`config.mk`:
```
export PLATFORM = sky130hd
export DESIGN_NAME = vume_divider
export DESIGN_NICKNAME = d
export VERILOG_FILES = /design/src/hdl/vume_pkg.sv /design/src/hdl/vume_divider.sv
export SDC_FILE = /design/constraint.sdc
export NUM_CORES = 2
export LEC_CHECK = 0
export BUFFER_PORTS_ARGS = -buffer_cell sky130_fd_sc_hd__clkbuf_2
export CORE_MARGIN = 8
export CORE_UTILIZATION = 40
export CTS_CLUSTER_DIAMETER = 120
export DETAILED_ROUTE_END_ITERATION = 10
export PLACE_DENSITY = 0.65
export SYNTH_ARGS = -nofsm -noshare
export SYNTH_HDL_FRONTEND = slang
export SYNTH_SLANG_ARGS = --single-unit
export TNS_END_PERCENT = 50
```
`constraint.sdc`:
```
create_clock -name clk -period 3.9 [get_ports clk]
set_input_delay 0 -clock clk [delete_from_list [all_inputs] [get_ports clk]]
set_output_delay 0 -clock clk [all_outputs]
set_load 0.03 [all_outputs]
```
`src/hdl/vume_pkg.sv`:
```
// ============================================================================
// vume_pkg: shared types, constants and table builders for the UV morph unit
// Holds the register indices, the default parameters, the percent-to-time
// table and the constant functions that build the easing table.
// ============================================================================
package vume_pkg;

    // Default parameter values for the top level.
    localparam int EASE_TABLE_BITS_DEF = 8;
    localparam int FRAC_BITS_DEF       = 16;

    // Configuration port geometry.
    localparam int CFG_INDEX_W = 1;
    localparam int CFG_DATA_W  = 32;

    // Register indices on the configuration port.
    typedef enum logic [CFG_INDEX_W-1:0] {
        REG_TIME_PERCENT = 1'b0,
        REG_UV_SCALE     = 1'b1
    } cfg_reg_t;

    localparam logic [6:0]  TIME_PERCENT_RESET = 7'd0;
    localparam logic [31:0] UV_SCALE_RESET     = 32'd65536;

    // Per-item data that rides alongside the phase divider.
    typedef struct packed {
        logic               p_one;
        logic               p_zero;
        logic signed [31:0] pos_x;
        logic signed [31:0] pos_y;
        logic signed [31:0] pos_z;
        logic signed [50:0] prod_x;
        logic signed [50:0] prod_z;
    } side_t;

    // Global time in Q0.16 for each percent value, rounded half up.
    typedef logic [16:0] time_lut_t [0:127];

    function automatic time_lut_t build_time_lut();
        time_lut_t lut;
        for (int i = 0; i < 128; i++)
        begin
            lut[i] = 17'((i * 65536 + 50) / 100);
        end
        return lut;
    endfunction

    localparam time_lut_t TIME_LUT = build_time_lut();

    localparam logic [63:0] PI_Q30  = 64'd3373259426;
    localparam logic [63:0] Q30_ONE = 64'd1 << 30;

    // Ease value in Q30 for k / 2^b on the lower half, by a Taylor series.
    function automatic logic [63:0] ease_low_q30(input int unsigned k, input int unsigned b);
        logic [63:0] theta;
        logic [63:0] th2;
        logic [63:0] mag;
        longint      c;
        theta = (PI_Q30 * 64'(k)) >> b;
        th2   = (theta * theta) >> 30;
        mag   = Q30_ONE;
        c     = longint'(Q30_ONE);
        for (int n = 1; n <= 7; n++)
        begin
            mag = ((mag * th2) >> 30) / 64'((2 * n - 1) * (2 * n));
            if ((n & 1) == 1)
                c = c - longint'(mag);
            else
                c = c + longint'(mag);
        end
        if (c < 0)
            c = 0;
        if (c > longint'(Q30_ONE))
            c = longint'(Q30_ONE);
        return (Q30_ONE - 64'(c)) >> 1;
    endfunction

    // One easing table entry in Q0.f, mirrored on the upper half.
    function automatic logic [31:0] ease_entry(input int unsigned k, input int unsigned b,
                                               input int unsigned f);
        logic [63:0] e;
        int unsigned full;
        full = 1 << b;
        if (2 * k <= full)
            e = ease_low_q30(k, b);
        else
            e = Q30_ONE - ease_low_q30(full - k, b);
        return 32'((e + (64'd1 << (29 - f))) >> (30 - f));
    endfunction

endpackage

```
`src/hdl/vume_divider.sv`:
```
// ============================================================================
// vume_divider: pipelined restoring divider for the morph phase
// One quotient bit per stage; side data and valid bits travel with each item.
// ============================================================================
module vume_divider #(
    parameter int FRAC_BITS = vume_pkg::FRAC_BITS_DEF,
    parameter int SIDE_W    = $bits(vume_pkg::side_t)
) (
    input  logic                 clk,
    input  logic                 rst_n,
    input  logic                 en,
    input  logic                 in_valid,
    input  logic [16:0]          in_num,
    input  logic [16:0]          in_den,
    input  logic [SIDE_W-1:0]    in_side,
    output logic                 out_valid,
    output logic [FRAC_BITS-1:0] out_quot,
    output logic [SIDE_W-1:0]    out_side
);

    logic                 valid_reg [0:FRAC_BITS-1];
    logic [16:0]          rem_reg   [0:FRAC_BITS-1];
    logic [16:0]          den_reg   [0:FRAC_BITS-1];
    logic [FRAC_BITS-1:0] quot_reg  [0:FRAC_BITS-1];
    logic [SIDE_W-1:0]    side_reg  [0:FRAC_BITS-1];

    for (genvar i = 0; i < FRAC_BITS; i++)
    begin : g_step
        logic                 v_in;
        logic [16:0]          rem_in;
        logic [16:0]          den_in;
        logic [FRAC_BITS-1:0] quot_in;
        logic [SIDE_W-1:0]    side_in;
        logic [17:0]          shifted;
        logic                 fits;
        logic [16:0]          rem_next;

        // The first stage takes the item from the ports, the others from the stage before.
        if (i == 0)
        begin : g_first
            assign v_in    = in_valid;
            assign rem_in  = in_num;
            assign den_in  = in_den;
            assign quot_in = '0;
            assign side_in = in_side;
        end
        else
        begin : g_next
            assign v_in    = valid_reg[i-1];
            assign rem_in  = rem_reg[i-1];
            assign den_in  = den_reg[i-1];
            assign quot_in = quot_reg[i-1];
            assign side_in = side_reg[i-1];
        end

        // One trial subtraction yields one quotient bit.
        assign shifted  = {rem_in, 1'b0};
        assign fits     = (shifted >= {1'b0, den_in});
        assign rem_next = fits ? 17'(shifted - {1'b0, den_in}) : shifted[16:0];

        always_ff @(posedge clk or negedge rst_n)
        begin
            if (!rst_n)
                valid_reg[i] <= 1'b0;
            else if (en)
                valid_reg[i] <= v_in;
        end

        always_ff @(posedge clk)
        begin
            if (en)
            begin
                rem_reg[i]  <= rem_next;
                den_reg[i]  <= den_in;
                quot_reg[i] <= {quot_in[FRAC_BITS-2:0], fits};
                side_reg[i] <= side_in;
            end
        end
    end

    assign out_valid = valid_reg[FRAC_BITS-1];
    assign out_quot  = quot_reg[FRAC_BITS-1];
    assign out_side  = side_reg[FRAC_BITS-1];

endmodule
```
After elaboration in Yosys (flattened, before gate mapping):

Memory sizes are Yosys's and may differ from the RTL's.
Cells that the tools add are included.

* flip-flop bits (word level): 16
* memory bits (writable): 4000
* bits of input ports: 238
* logic and storage cells: 70
* memories: 4

* add/sub/neg operators: 16
* order comparisons: 16
* multiplexer cells: 18

Memory list
* side_reg: words 16, width 200, read ports 16, clocked after memory_dff 0, wr ports 16, RTL line vume_divider.sv:25 `logic [SIDE_W-1:0] side_reg [0:FRAC_BITS-1];`
* den_reg: words 16, width 17, read ports 15, clocked after memory_dff 0, wr ports 16, RTL line vume_divider.sv:23 `logic [16:0] den_reg [0:FRAC_BITS-1];`
* rem_reg: words 16, width 17, read ports 15, clocked after memory_dff 0, wr ports 16, RTL line vume_divider.sv:22 `logic [16:0] rem_reg [0:FRAC_BITS-1];`
* quot_reg: words 16, width 16, read ports 16, clocked after memory_dff 0, wr ports 16, RTL line vume_divider.sv:24 `logic [FRAC_BITS-1:0] quot_reg [0:FRAC_BITS-1];`

Operator list (count)
* greater-or-equal comparator 18 x 17 -> 1 bit: 16
* 2-to-1 mux 17 bit: 16
* subtractor 17 bit: 16
* 2-to-1 mux 1 bit: 2

Depth between registers and ports, before layout:

An unclocked memory read counts as a cell.

* word-level depth: 3
* depth in mapped cells: 13
* mapped depth without buffers: 11

Worst setup path before layout:

OpenSTA, ideal clock, no wires.

* kind: flip-flop to flip-flop
* from: mem den_reg[10][0]
* to: mem rem_reg[11][9], in the netlist rem_reg[1][60] (data pin)
* library setup time: 0.260 ns
* arrival time: 2.535 ns
* data required time: 3.640 ns
* slack: 1.105 ns
* stages on the path, launching flop included: 11
* period minus slack after synthesis: 2.795 ns
* path through: edfxtp_1 -> fa_1 -> inv_1 -> a21o_1 -> a21o_1 -> a21o_1 -> a41oi_1 -> o311a_1 -> o21ai_2 -> buf_6 -> mux2_2

RTL lines (RTL line)
* from (decl): vume_divider.sv:23
* to (decl): vume_divider.sv:22

==> Implementation_results.wiki <==
{| class="wikitable"
! Metric !! Value
|-
| Synthesized Nets || 6750
|-
| Number of flip-flops in the largest register || 3200
|-
| Netlist area before placement || 0.132 sq mm
|-
| Number of violations of the max-capacitance limit || 0
|-
| Max-slew violation total from the final report || 0
|-
| Synthesized netlist cell count || 6226
|-
| Number of setup buffers added after CTS || 0
|-
| Number of buffers added on ports || 454
|-
| Top_reg_cell synth || sky130_fd_sc_hd__edfxtp_1
|-
| Outcome || finished, final reports clean
|-
| Total Routing Usage GR || 11.4%
|-
| Critical Path Start Type || register
|-
| Final HPWL DP || 122000 um
|-
| Most used standard cell by instance count after synthesis || sky130_fd_sc_hd__edfxtp_1
|-
| Number of buffers inserted during clock tree synthesis || 387
|-
| Number of detailed-route iterations in the first pass || 7
|-
| Overall die area || 0.349 sq mm
|-
| FF-to-FF Start || rem_reg[0][1]$_DFFE_PP_
|-
| Placer's final routability congestion estimate || 0.833
|-
| Clock-pin slew on the worst setup and hold paths || 60 ps
|-
| Synthesized area divided by synthesized cell count || 21.2 sq um
|-
| Cell taking the most area after synthesis || sky130_fd_sc_hd__edfxtp_1
|-
| Post-cts sizing count || 0
|-
| Crit path arrival time || 3910 ps
|-
| Post-layout power || 104000 uW
|-
| Detailed Route Iter0 Violations || 3838
|-
| Worst path setup slack after routing || 632 ps
|-
| Worst path required time || 4540 ps
|-
| Count of flip-flops with a built-in enable after synthesis || 3846
|-
| Number of levels in the clock H-tree || 5
|-
| Place WS || 688 ps
|-
| CTS sink count || 3862
|-
| Worst setup EP type || register
|-
| Highest achievable clock rate || 0.306 GHz
|-
| Final Cell Area || 0.159 sq mm
|-
| Top post-synthesis cells by count || sky130_fd_sc_hd__edfxtp_1, sky130_fd_sc_hd__inv_1, sky130_fd_sc_hd__ha_1
|-
| Total power density per cell area || 653 mW/mm^2
|-
| Initial core utilization || 40.1%
|-
| Worst-case headroom to the max-slew limit || 30.1%
|-
| Source of the critical timing path || rem_reg[0][1]$_DFFE_PP_
|-
| Clock tree root driver cell || sky130_fd_sc_hd__clkbuf_16
|-
| First-pass GRT wire length || 322000 um
|-
| Worst Hold Class || in2async
|-
| Width of the chip || 591 um
|-
| Worst-Margin Slew || 1050 ps
|-
| Maximum number of pins on one net before global-route repair || 136
|-
| LEAKAGE || 0.0570 uW
|-
| Number of warning messages in the yosys log || 0
|-
| Vias per Instance || 4.62
|-
| Setup repair after global routing missed its margin || false
|-
| Ranking of synthesized cells by area || sky130_fd_sc_hd__edfxtp_1, sky130_fd_sc_hd__ha_1, sky130_fd_sc_hd__mux2_2
|-
| DRC viols || 0
|-
| Clock tree from TritonCTS || yes
|-
| Total detailed-routing wirelength || 206000 um
|-
| Share of flip-flops with an asynchronous set or reset || 0.414%
|-
| Area of the core || 0.329 sq mm
|-
| Layout cells sized above 1 || 16.5%
|-
| Vias || 56900
|-
| Tcrit/Tclk final || 83.8%
|-
| Via count of the first global-routing pass || 58000
|-
| Time the final worst path needs with I/O delays and setup || 3270 ps
|-
| Area growth syn-to-layout || 20.3%
|-
| # IOs || 455
|-
| Portion of the post-synthesis area used by sequential elements || 87.8%
|-
| Final hold vios || 0
|-
| Placement row count || 211
|-
| Setup_tns || 0 ps
|-
| Hold slack final || 252 ps
|-
| Crit-path max FO || 18
|-
| Vert. Die Dim || 591 um
|-
| Max IR drop VDD || 0.565 mV
|-
| Cell variety after synth || 80
|-
| Largest buffer count on any clock path || 4
|-
| Average wire per standard cell || 16.7 um
|-
| Top-area cell type share of the netlist area || 87.5%
|-
| Worst-skew pair later-pin latency || 910 ps
|-
| Hold buffer count at cts || 488
|-
| Final net count || 8155
|-
| Number of routed nets with antenna violations || 0
|-
| Total setup violations reported at the end of the flow || 0
|-
| Total cell area at the placement stage || 0.141 sq mm
|-
| Crit Path Category || reg2reg
|-
| Number of synthesized register bits || 3862
|-
| Clock skew after layout || 55.3 ps
|-
| Initial antenna violation count || 8
|-
| Aggregate global routing overflow || 0
|}
path summary, 6_finish.rpt:
kind                                                     to  slack (ps)  depth (start not counted)
worst min-delay path            g_step[11].v_in$_DFFE_PN0P_         250                          3
worst max register to register     rem_reg[0][23]$_DFFE_PP_         630                          9
max in group asynchronous        g_step[9].v_in$_DFFE_PN0P_        3200                          3
worst min register to register   side_reg[15][57]$_DFFE_PP_         360                          0
min in group clk                  side_reg[5][76]$_DFFE_PP_         300                          2
worst max-delay path               rem_reg[0][23]$_DFFE_PP_         630                          9
cell type report:
| cell class | count | area [sq um] |
|---|---|---|
| Clock inverter | 265 | 2970 |
| Clock buffer | 442 | 9890 |
| Fill cell | 26400 | 171000 |
| Sequential cell | 3862 | 116000 |
| Timing Repair Buffer | 1061 | 8650 |
| Antenna cell | 3 | 7.51 |
| Tap cell | 4366 | 5460 |
| Inverter | 338 | 1270 |
| Multi-Input combinational cell | 1981 | 14700 |
routing by layer:
layer  vias up  share of wire (%)  global-route usage, %
li1      27100                  -                      -
met1     27900                 46                   15.6
met2      1393                 46                   18.1
met3       437                5.1                   2.28
met4         2                3.6                   4.44
met5         -             0.0068                      0
metrics by stage:
stage          std cells  utilization [%]
2_1_floorplan       6226                -
3_3_place_gp       11100             42.8
3_5_place_dp       11100             42.8
4_1_cts            12300             48.2
5_1_grt            12300             48.2
6_report           12300             48.2
power breakdown:
| part | leakage, uW | switching, uW | internal, uW |
|---|---|---|---|
| Sequential | 0.0378 | 1660 | 50600 |
| Combinational | 0.0130 | 8130 | 6490 |
| Clock | 0.00624 | 15600 | 21300 |
cells in the final DEF (no fill, tap or decap), types with 45 or more instances in the layout:
| master | n |
|---|---|
| sky130_fd_sc_hd__clkbuf_2 | 453 |
| sky130_fd_sc_hd__dlygate4sd3_1 | 488 |
| sky130_fd_sc_hd__edfxtp_1 | 3846 |
| sky130_fd_sc_hd__nand2b_1 | 45 |
| sky130_fd_sc_hd__clkbuf_16 | 387 |
| sky130_fd_sc_hd__buf_4 | 72 |
| sky130_fd_sc_hd__clkinv_1 | 85 |
| sky130_fd_sc_hd__nand2_1 | 166 |
| sky130_fd_sc_hd__buf_12 | 48 |
| sky130_fd_sc_hd__mux2_2 | 124 |
| sky130_fd_sc_hd__inv_1 | 338 |
| sky130_fd_sc_hd__a21oi_1 | 214 |
| sky130_fd_sc_hd__xor2_1 | 75 |
| sky130_fd_sc_hd__ha_1 | 271 |
| sky130_fd_sc_hd__a21o_1 | 99 |
| sky130_fd_sc_hd__xnor2_1 | 114 |
| sky130_fd_sc_hd__nor2b_1 | 55 |
| sky130_fd_sc_hd__clkbuf_1 | 55 |
| sky130_fd_sc_hd__clkinv_2 | 72 |
| sky130_fd_sc_hd__o21ai_0 | 174 |
| sky130_fd_sc_hd__nor2_1 | 171 |
logic make-up after synthesis:
kind of cell	share of synthesized area (%)
AO/OA/AOI/OAI	3.54
XOR/XNOR	1.25
multiplexers	1.15
AND/OR/NAND/NOR	2.35
adder cells (fa/ha/maj)	2.80
flip-flops	87.8
buffers and inverters	1.14
worst max-delay path, cell delays in order, from the launching register on:
cell and delay (ps):
sky130_fd_sc_hd__edfxtp_1 430, sky130_fd_sc_hd__ha_1 380, sky130_fd_sc_hd__nor2b_1 150, sky130_fd_sc_hd__o21ai_0 210, sky130_fd_sc_hd__a21boi_0 250, sky130_fd_sc_hd__o21ai_0 290, sky130_fd_sc_hd__a211oi_1 120, sky130_fd_sc_hd__nor2_2 530
sky130_fd_sc_hd__buf_4 320, sky130_fd_sc_hd__mux2_2 350
No activity file was read; power rests on OpenSTA's default activity.
